--- config.mk ---
export PLATFORM = sky130hd
export DESIGN_NAME = mlpq_ram
export DESIGN_NICKNAME = d
export VERILOG_FILES = /design/src/design/multi_level_priority_queue_assert.svh /design/src/design/mlpq_ram.sv
export SDC_FILE = /design/constraint.sdc
export NUM_CORES = 1
export LEC_CHECK = 0
export ABC_AREA = 1
export BUFFER_PORTS_ARGS = -buffer_cell sky130_fd_sc_hd__buf_2
export CORE_MARGIN = 8
export CORE_UTILIZATION = 50
export CTS_CLUSTER_SIZE = 14
export DETAILED_ROUTE_END_ITERATION = 12
export PLACE_DENSITY = 0.69
export SETUP_SLACK_MARGIN = 0.05
export SYNTH_ARGS = -nofsm -noshare
export SYNTH_HDL_FRONTEND = slang
export SYNTH_SLANG_ARGS = --single-unit
--- constraint.sdc ---
create_clock -name clk -period 3 [get_ports clk]
set_clock_uncertainty 0.1 [all_clocks]
set_input_delay 0.45 -clock clk [delete_from_list [all_inputs] [get_ports clk]]
set_output_delay 0.45 -clock clk [all_outputs]
set_load 0.03 [all_outputs]
--- src/design/multi_level_priority_queue_assert.svh ---
// assertion macros for the priority queue rtl
`ifndef MULTI_LEVEL_PRIORITY_QUEUE_ASSERT_SVH
`define MULTI_LEVEL_PRIORITY_QUEUE_ASSERT_SVH

// property that must hold at every clock edge out of reset
`define MLPQ_ASSERT_ALWAYS(lbl, prop, msg) \
	lbl: assert property (@(posedge clk) disable iff (!arst_n) (prop)) else $error(msg);

// same-cycle implication
`define MLPQ_ASSERT_IMPL(lbl, ante, cons, msg) \
	lbl: assert property (@(posedge clk) disable iff (!arst_n) (ante) |-> (cons)) else $error(msg);

// next-cycle implication
`define MLPQ_ASSERT_NEXT(lbl, ante, cons, msg) \
	lbl: assert property (@(posedge clk) disable iff (!arst_n) (ante) |=> (cons)) else $error(msg);

`endif

--- src/design/mlpq_ram.sv ---
// generic single-port ram with registered read
module mlpq_ram #(
	parameter int WIDTH = 32,
	parameter int DEPTH = 16
) (
	input  logic                                  clk,
	input  logic                                  we,
	input  logic                                  re,
	input  logic [(DEPTH > 1 ? $clog2(DEPTH) : 1)-1:0] addr,
	input  logic [WIDTH-1:0]                      wdata,
	output logic [WIDTH-1:0]                      rdata
);

	logic [WIDTH-1:0] mem_q [DEPTH];

	always_ff @(posedge clk) begin
		if (we) begin
			mem_q[addr] <= wdata;
		end
		if (re) begin
			rdata <= mem_q[addr];
		end
	end

endmodule

==> impl.org <==
** Setup path
- Slack of the worst reg-to-reg path :: 1700 ps
- STA classifies the critical path endpoint as a flip-flop.
- The worst setup path is of the input pin to flip-flop kind.
- Data on the critical path arrives at its endpoint at 2260 ps.
- The worst setup path is launched from an input pin.
- R2r worst-path depth :: 8
- Data on the critical path is required at its endpoint by 3350 ps.
- In this run the worst path has a maximum fanout of 154.

** Detailed routing
- Post-Route WL :: 51.48 mm
- Number of optimization iterations in the first detailed-route pass :: 5
- The detail route stage leaves a number of antenna-violating nets equal to 0.
- In this run, the number of DRC markers left after iteration 0 of detailed routing was 1412.
- Via-per-instance ratio :: 5.102
- After detailed routing, the average wire length per cell comes to 18.28 microns.
- Total DRC errors in the routed layout :: 0
- Detailed routing inserted a total of 14.37k vias.

** Timing
- RSZ-0062 raised after global routing :: false
- Transition time at the pin with the least slew margin :: 1127 ps
- Hold Vio Cnt, Final :: 0
- The tightest hold path in the finished design has a slack of 126.5 ps.
- Tcrit/Tclk final :: 63.92%
- Number of endpoints failing setup at the final stage :: 0
- In this run the tightest slew margin relative to its limit is 24.88%.
- The max-slew violation count came to 0.
- The smallest clock period supported by the final layout is computed as 1918 ps.
- For this run, the top clock speed supported by timing is 0.5214 GHz.

** Die
- Die Height :: 228.3 microns
- Starting density of the core :: 50.85%
- CORE AREA :: 0.04432 sq mm
- The floorplan step defined a die boundary enclosing 0.05212 sq mm.
- Io pins :: 71
- Cell Rows :: 77
- Die span in x :: 228.3 microns

** CTS
- In this run the clock root is driven by a clkbuf_16.
- The tree built by TritonCTS fans out to 544 sinks.
- Number of buffers on the longest clock path :: 3
- The number of gates resized after CTS was 0.
- H-tree Lvls :: 2
- Number of CTS-inserted buffers :: 53
- Later-pin clock latency in the skew report :: 590 ps
- TritonCTS built the clock tree.
- Clock input transition at the sequential cells of the worst setup and hold paths :: 70 ps

** Power and ir drop
- The analysis attributes to cell leakage a power of 10.60 nW.
- In this run the power density over the cells is 642.0 mW/mm^2.
- Worst IR drop on VDD :: 0.4327 mV

** Synth
- Of the total synthesized cell area, the portion taken by XOR and XNOR cells is 0%.
- The synthesized netlist devotes 0% of its cell area to adder and majority cells.
- The synthesized design contains 544 register bits.
- Share of the synthesized area in compound gates (AO/OA/AOI/OAI) :: 0%
- Synthesis produced a netlist with a net count of 2152.
- Of the post-synthesis cell area, the part taken by muxes is 0%.
- Post-Synth Simple-Gate Area :: 23.34%
- Main combinational cell family by area after synthesis :: simple AND/OR/NAND/NOR gates
- After synthesis, flip-flops and latches occupy 72.49% of the total area.
- Cell variety after synth :: 12
- Mean instance size in the synthesized netlist :: 10.66 sq um
- Netlist area before placement :: 0.02253 sq mm
- The Yosys step of the flow raised 0 warnings.
- The cell count after synthesis came out at 2113.

** Global route
- The first global-routing pass estimated 80.50 mm of wire.
- GR Util All Layers :: 19.61%
- Vias in the first global route :: 14.18k
- Congestion Overflow GR :: 0
- Largest net degree at the start of global routing :: 155
- The initial antenna violation count is 3.

** Flow run
- Max Cap Viol :: 0

** Worst hold path
- Worst Hold Depth :: 1
- Worst min-delay path category :: input pin to flip-flop

** Outcome
- The run finished with clean final reports.

** Place
- At the end of routability-driven placement, the weighted congestion stood at 0.7797.
- Placed Instance Area :: 0.02355 sq mm
- Input and output buffers added on the ports amount to 70.
- Post-detailed-placement half-perimeter wirelength :: 26.91 mm

** Finish
- Post-Route Utilization :: 57.03%
- Relative to the synthesized area, the layout overhead comes to 12.15%.
- Fill cells in the final layout number 3708.
- NumNets Final :: 2221
- Share of post-route cells with drive strength above 1 :: 9.173%
- Final non-filler cell area :: 0.02527 sq mm
==> kinds of logic after synthesis <==
group                  Yosys count
buffers and inverters          169
DFF                            544
and+or+nand+nor               1400
==> metal layers <==
| layer | wire (microns) | GRT usage [%] | share of wire (%) | vias up |
|---|---|---|---|---|
| met5 | 9 | 0 | 0.017 | - |
| met4 | 1103 | 5.815 | 2.1 | 2 |
| met3 | 3477 | 2.941 | 6.8 | 86 |
| met2 | 25220 | 33.46 | 49 | 478 |
| met1 | 21680 | 25.84 | 42 | 6872 |
| li1 | - | - | - | 6934 |
==> critical path, stage by stage <==
cell,delay (ps)
buf_6,140
inv_6,260
buf_12,500
nand2_1,130
nand2_1,110
nand2_1,60
nand2_1,110
nand2_1,60
nand2_1,90
inv_1,50
nand2_1,90
==> power breakdown <==
| part | leakage, nW | total, mW | internal (mW) | switching (mW) |
|---|---|---|---|---|
| sequential | 4.95 | 8.61 | 8.56 | 0.0432 |
| clock | 0.843 | 6.59 | 3.85 | 2.73 |
| combinational | 4.81 | 1.03 | 0.262 | 0.771 |
==> final timing paths <==
check                      from            to
setup / recovery        addr[0]     rdata[26]
hold reg to reg    mem_q[0][22]     rdata[22]
setup reg to reg  mem_q[12][26]     rdata[26]
hold / removal        wdata[19]  mem_q[1][19]
==> cell type report <==
type                       instances  area, sq um  area share [%]
timing repair buffer             112        814.5           3.223
inverter                          71        274.0           1.084
antenna                            1        2.502        0.009901
sequential                       544        16340           64.64
clock inverter                    29        285.3           1.129
tap                              592        740.7           2.931
clock buffer                      68         1425           5.639
multi-input combinational       1400         5395           21.35
==> sequential cells by signal (all words and copies together) (netlist names) <==
name / cells
mem_q: 512
rdata: 32
==> cell usage after synthesis (all sizes together) <==
cell type	number	area, sq um
nand2	1378	5172
edfxtp	544	16340
buf	88	629.4
inv	71	271.5
nor2	18	67.56
clkbuf	10	37.54
nand3	4	20.02
==> layout by cell type, fill, tap and decap left out <==
cell type	netlist	layout
nand2_1	1378	1378
edfxtp_1	544	544
buf_2	41	68
inv_1	70	67
clkbuf_16	0	55
buf_4	17	31
nor2_4	0	18
clkinv_1	0	13
clkbuf_1	10	13
clkinv_2	0	11
buf_12	0	11
bufinv_16	0	6
nand3_1	4	4
inv_6	1	2
diode_2	0	1
inv_4	0	1
dlygate4sd3_1	0	1
buf_6	23	1
==> through the flow <==
stage	setup TNS, ps	cells	worst slack (ps)	power (mW)
floorplan	-9037	2113	-43.52	9.433
global placement	0	2718	573.3	9.776
detailed placement	0	2718	500.6	9.802
CTS	0	2816	1119	16.35
global route	0	2817	986.1	16.77
finish	0	2817	1082	16.22
==> what timing repair did <==
| item | 4_1_cts | 5_1_grt |
|---|---|---|
| buffers inserted | 0 | 0 |
| hold buffers | 1 | 0 |
| hold endpoints to repair | 1 | 0 |
| setup endpoints to repair | 0 | 0 |
Note: power is estimated with default switching activity, not from simulation.
