**src/design/multi_level_priority_queue_assert.svh**
```systemverilog
// assertion macros for the priority queue rtl
`ifndef MULTI_LEVEL_PRIORITY_QUEUE_ASSERT_SVH
`define MULTI_LEVEL_PRIORITY_QUEUE_ASSERT_SVH

// property that must hold at every clock edge out of reset
`define MLPQ_ASSERT_ALWAYS(lbl, prop, msg) \
	lbl: assert property (@(posedge clk) disable iff (!arst_n) (prop)) else $error(msg);

// same-cycle implication
`define MLPQ_ASSERT_IMPL(lbl, ante, cons, msg) \
	lbl: assert property (@(posedge clk) disable iff (!arst_n) (ante) |-> (cons)) else $error(msg);

// next-cycle implication
`define MLPQ_ASSERT_NEXT(lbl, ante, cons, msg) \
	lbl: assert property (@(posedge clk) disable iff (!arst_n) (ante) |=> (cons)) else $error(msg);

`endif

```
**src/design/mlpq_pkg.sv**
```systemverilog
// types, codes and default sizes for the multi-level priority queue
package mlpq_pkg;

	localparam int MAX_LEVELS_DEF  = 8;
	localparam int LEVEL_DEPTH_DEF = 16;
	localparam int DATA_WIDTH_DEF  = 32;

	localparam int          CFG_W        = 4;
	localparam logic [3:0]  LEVELS_RESET = 4'd8;

	localparam int IN_DATA_W  = 32;
	localparam int OUT_DATA_W = 32;
	localparam int TOTAL_W    = 8;
	localparam int LCOUNT_W   = 5;
	localparam int S_TDATA_W  = 40;
	localparam int M_TDATA_W  = 48;

	typedef enum logic [1:0] {
		OP_ENQ   = 2'd0,
		OP_PEEK  = 2'd1,
		OP_DEQ   = 2'd2,
		OP_QUERY = 2'd3
	} opcode_t;

	typedef enum logic [1:0] {
		STS_OK    = 2'd0,
		STS_FULL  = 2'd1,
		STS_EMPTY = 2'd2,
		STS_RANGE = 2'd3
	} status_t;

	typedef enum logic [1:0] {
		UOP_INC,
		UOP_DEC,
		UOP_INC_WRAP
	} uop_t;

	typedef struct packed {
		logic is_zero;
		logic at_lim;
	} uflags_t;

	typedef enum logic [2:0] {
		ST_IDLE,
		ST_SCAN,
		ST_TEST,
		ST_TAIL,
		ST_READ,
		ST_FILL,
		ST_TOTAL,
		ST_FINISH
	} state_t;

endpackage

```
**src/design/mlpq_step.sv**
```systemverilog
// shared increment, decrement and compare unit for pointers and counts
module mlpq_step #(
	parameter int W = 8
) (
	input  mlpq_pkg::uop_t    uop,
	input  logic [W-1:0]      a,
	input  logic [W-1:0]      lim,
	output logic [W-1:0]      sum,
	output mlpq_pkg::uflags_t flags
);

	always_comb begin
		flags.is_zero = (a == '0);
		flags.at_lim  = (a == lim);
		case (uop)
			mlpq_pkg::UOP_INC:      sum = a + W'(1);
			mlpq_pkg::UOP_DEC:      sum = a - W'(1);
			mlpq_pkg::UOP_INC_WRAP: sum = flags.at_lim ? '0 : a + W'(1);
			default:                sum = a;
		endcase
	end

endmodule

```
**config.mk**
```make
export PLATFORM = sky130hd
export DESIGN_NAME = mlpq_step
export DESIGN_NICKNAME = d
export VERILOG_FILES = /design/src/design/multi_level_priority_queue_assert.svh /design/src/design/mlpq_pkg.sv /design/src/design/mlpq_step.sv
export SDC_FILE = /design/constraint.sdc
export NUM_CORES = 1
export LEC_CHECK = 0
export BUFFER_PORTS_ARGS = -buffer_cell sky130_fd_sc_hd__buf_2
export CAP_MARGIN = 20
export CORE_AREA = 2 2 39 41
export DETAILED_ROUTE_END_ITERATION = 10
export DIE_AREA = 0 0 41 43
export GPL_TIMING_DRIVEN = 1
export PLACE_DENSITY = 0.74
export SYNTH_ARGS = -nofsm -noshare
export SYNTH_HDL_FRONTEND = slang
export SYNTH_SLANG_ARGS = --single-unit
```
**constraint.sdc**
```tcl
create_clock -name vclk -period 2.35
set_clock_uncertainty 0.1 [all_clocks]
set_input_delay 0.1175 -clock vclk [all_inputs]
set_output_delay 0.1175 -clock vclk [all_outputs]
set_load 0.005 [all_outputs]
```
==> impl_summary.md <==
Finish
The number of clock buffer instances in the layout is 0. Measured on the finished design, the core utilization comes to 47.1%. The sequential cell area in the final layout is 0 um2. The filler cells instantiated in the layout total 147. The layout-stage area growth over the synthesis result is 17.3%. Cells with a size suffix above 1 make up 35.7% of the layout. Leaving out fill and tap cells, the most frequent cell in the layout is buf_2. Sequential cells placed in the final layout were counted as 0.

The number of antenna diodes in the final layout is 0. In the layout the commonest cells are buf_2, xnor2_1, nor2_1. The total non-filler cell area in the finished layout is 652 um2.

The final layout contains 121 nets.

Power and ir drop
The leakage power of the design is 0.268 nW. The cell area power density is 158 nW/um2. VDD sags by at most 0.0634 mV.

Route
The first detailed-routing pass took 2 iterations. The initial DRC count is 8. The average routed wire per standard cell is 12.6 um. Dividing the detail-routed via count by the number of cells gives 5.42.

The remaining design rule violation count is 0. The residual antenna-violating net count after detailed routing is 0. The number of vias in the routed layout is 618.

The total detailed-routing wirelength is 1440 um.

Synthesis
After Yosys synthesis, full adders, half adders and majority gates account for 6.76% of the synthesized area. The synthesized net count is 97. The number of instances in the synthesized netlist is 76.

Each instance of the synthesized netlist takes up on average 7.31 um2. The share of the Yosys chip area taken by registers is 0%. The warning count from the yosys run is 0. The multiplexer area fraction after synthesis is 2.03%. The mapped cell area is 556 um2. The synthesized netlist contains 36 unique library cells.

After synthesis, the largest family of logic cells by area is simple AND/OR/NAND/NOR gates. The fraction of the mapped netlist area in compound gates is 18.7%. The area share of and/or/nand/nor cells after synthesis is 38.7%. The xor/xnor cell area share of the yosys netlist is 18.9%.

Clocking
Buffers inserted to repair hold after CTS numbered 0. The number of gates resized after cts is 0. The buffer count from post-CTS setup fixing is 0.

Floorplan
The horizontal extent of the die is 41 um. The initial utilization of the core area, before any placement, comes to 40.1%. The floorplan step defined a core boundary enclosing 1380 um2. Row generation in the floorplan step produced 14 rows. The die boundary height is 43 um.

During I/O placement, the number of pins put on the boundary was 28. The die covers 1760 um2.

Global route
The total routing usage reported by global routing is 17.1%. The via count of the first global-routing pass is 537. For met1 alone, demand over resource in global routing was 23.1%.

The maximum number of pins on one net before global-route repair is 16. After global routing, the most crowded layer is met2. The first global-routing pass estimated 2230 um of wire. The initial antenna violation count is 0. The fraction of met3 tracks used by global routing is 0%. The remaining global-route overflow is 0. The met2 capacity usage during global routing is 30.6%.

Critical path
For the worst setup path, the data required time is 2130 ps. The critical path ends at sum[7]. The category of the most critical setup path is in2out. Data on the critical path arrives at its endpoint at 1620 ps. The nature of the critical path endpoint is an output port. In this run the worst setup path begins at a[4]. The kind of launch point of the worst setup path is an input port.

In this run the worst path has a maximum fanout of 6.

STA
Derived from the worst setup path, the maximum achievable clock frequency is 543 MHz. The final number of max-transition violations is 0. Adding up every negative setup slack in the final design gives 0 ps.

The worst pin sits at a relative slew slack of 51.6%. The number of setup violations in the final report is 0. The final cycle utilization of the critical path is 78.3%. The final count of hold timing violations was 0. The actual slew at the worst max-slew pin is 720 ps. Setup repair after global routing left no endpoint under its margin. The time the worst path needs with I/O delays and setup is 1840 ps.

Placed design
Routability-driven placement finished with a final weighted congestion of 0.736. The placed instances occupy a cell area of 652 um2. The count of buffers inserted at the top-level ports is 28. The post-detailed-placement half-perimeter wirelength is 1150 um.

Worst hold path
The hold path startpoint is a[7]. The min-delay analysis places its worst path in the category in2out.

Outcome
The flow ran to the end, and the final reports show no timing, DRC or antenna violations.

Run
Max-cap violations in this run came to 0.
-- worst max-delay path, stage by stage --
cell      delay (ps)
buf_2            140
or4_4            560
or4b_4           500
o211ai_2          90
a21oi_2           60
buf_2            150
-- Yosys cell counts --
master | number | share of area [%]
mux2_2 | 1 | 2.0
or4_4 | 1 | 2.0
nor3_1 | 4 | 3.6
and3b_1 | 1 | 1.6
o21ai_0 | 2 | 1.8
or3_1 | 1 | 1.1
o311ai_0 | 1 | 1.6
a21boi_0 | 2 | 2.7
nor4_2 | 1 | 2.3
o22ai_1 | 1 | 1.1
a21oi_1 | 1 | 0.90
nand2b_1 | 1 | 1.1
nor2_1 | 7 | 4.7
buf_6 | 2 | 4.1
inv_1 | 5 | 3.4
nor4b_1 | 2 | 3.2
buf_4 | 1 | 1.4
a21oi_2 | 1 | 1.6
o211ai_2 | 1 | 2.3
o32ai_1 | 1 | 1.6
or4b_4 | 1 | 2.5
nand4b_1 | 1 | 1.6
clkbuf_4 | 1 | 1.4
o21ai_1 | 1 | 0.90
nand4_1 | 2 | 2.3
clkdlybuf4s15_2 | 1 | 2.0
xnor2_1 | 12 | 19
nand3b_1 | 2 | 2.7
o221ai_1 | 1 | 1.6
nor4_1 | 1 | 1.1
nand3_1 | 3 | 2.7
or4bb_2 | 1 | 2.3
buf_8 | 1 | 2.7
ha_1 | 3 | 6.8
o211ai_1 | 2 | 2.7
nand2_1 | 6 | 4.1
-- worst min-delay path by stage --
| stage | endpoint | slack [ps] | cells after the start |
|---|---|---|---|
| final | flags[1] | 450 | 3 |
| after global routing | flags[1] | 470 | 3 |
| after CTS | flags[1] | 450 | 3 |
| after detailed placement | flags[1] | 440 | 3 |
| after global placement | flags[1] | 440 | 3 |
| after floorplan | flags[1] | 170 | 1 |
-- area by class of cell --
type,count,area [um2],share of cell area (%)
inverter,5,18.8,2.88
timing repair buffer,28,140,21.5
multi-input combinational,65,473,72.6
tap,16,20.0,3.07
-- logic make-up (layout without fill, tap and decap cells) --
| group | count (synthesis) | after routing |
|---|---|---|
| muxes | 1 | 1 |
| xor gates and xnor gates | 12 | 12 |
| buffers and inverters | 11 | 33 |
| AOI/OAI and AO/OA | 14 | 14 |
| adders and majority gates | 3 | 3 |
| and+or+nand+nor | 35 | 35 |
-- power breakdown --
group          switching, W  internal [W]
logic             0.0000545     0.0000484
registers                 0             0
clock network             0             0
-- routing by layer --
metal / part of all wire (%) / vias to the layer above
li1: - / 321
met5: 0 / -
met4: 0 / 0
met1: 44 / 285
met2: 52 / 12
met3: 3.9 / 0
-- through the flow --
step | setup WS, ps | std cells | total power (W) | hold WS (ps)
after floorplan | 774 | 76 | 0.0000699 | 169
after global placement | 530 | 114 | 0.000100 | 443
after detailed placement | 510 | 114 | 0.000103 | 445
after CTS | 509 | 114 | 0.000103 | 448
after global routing | 436 | 114 | 0.000116 | 467
final | 510 | 114 | 0.000103 | 451
Note: power is estimated with default switching activity, not from simulation.
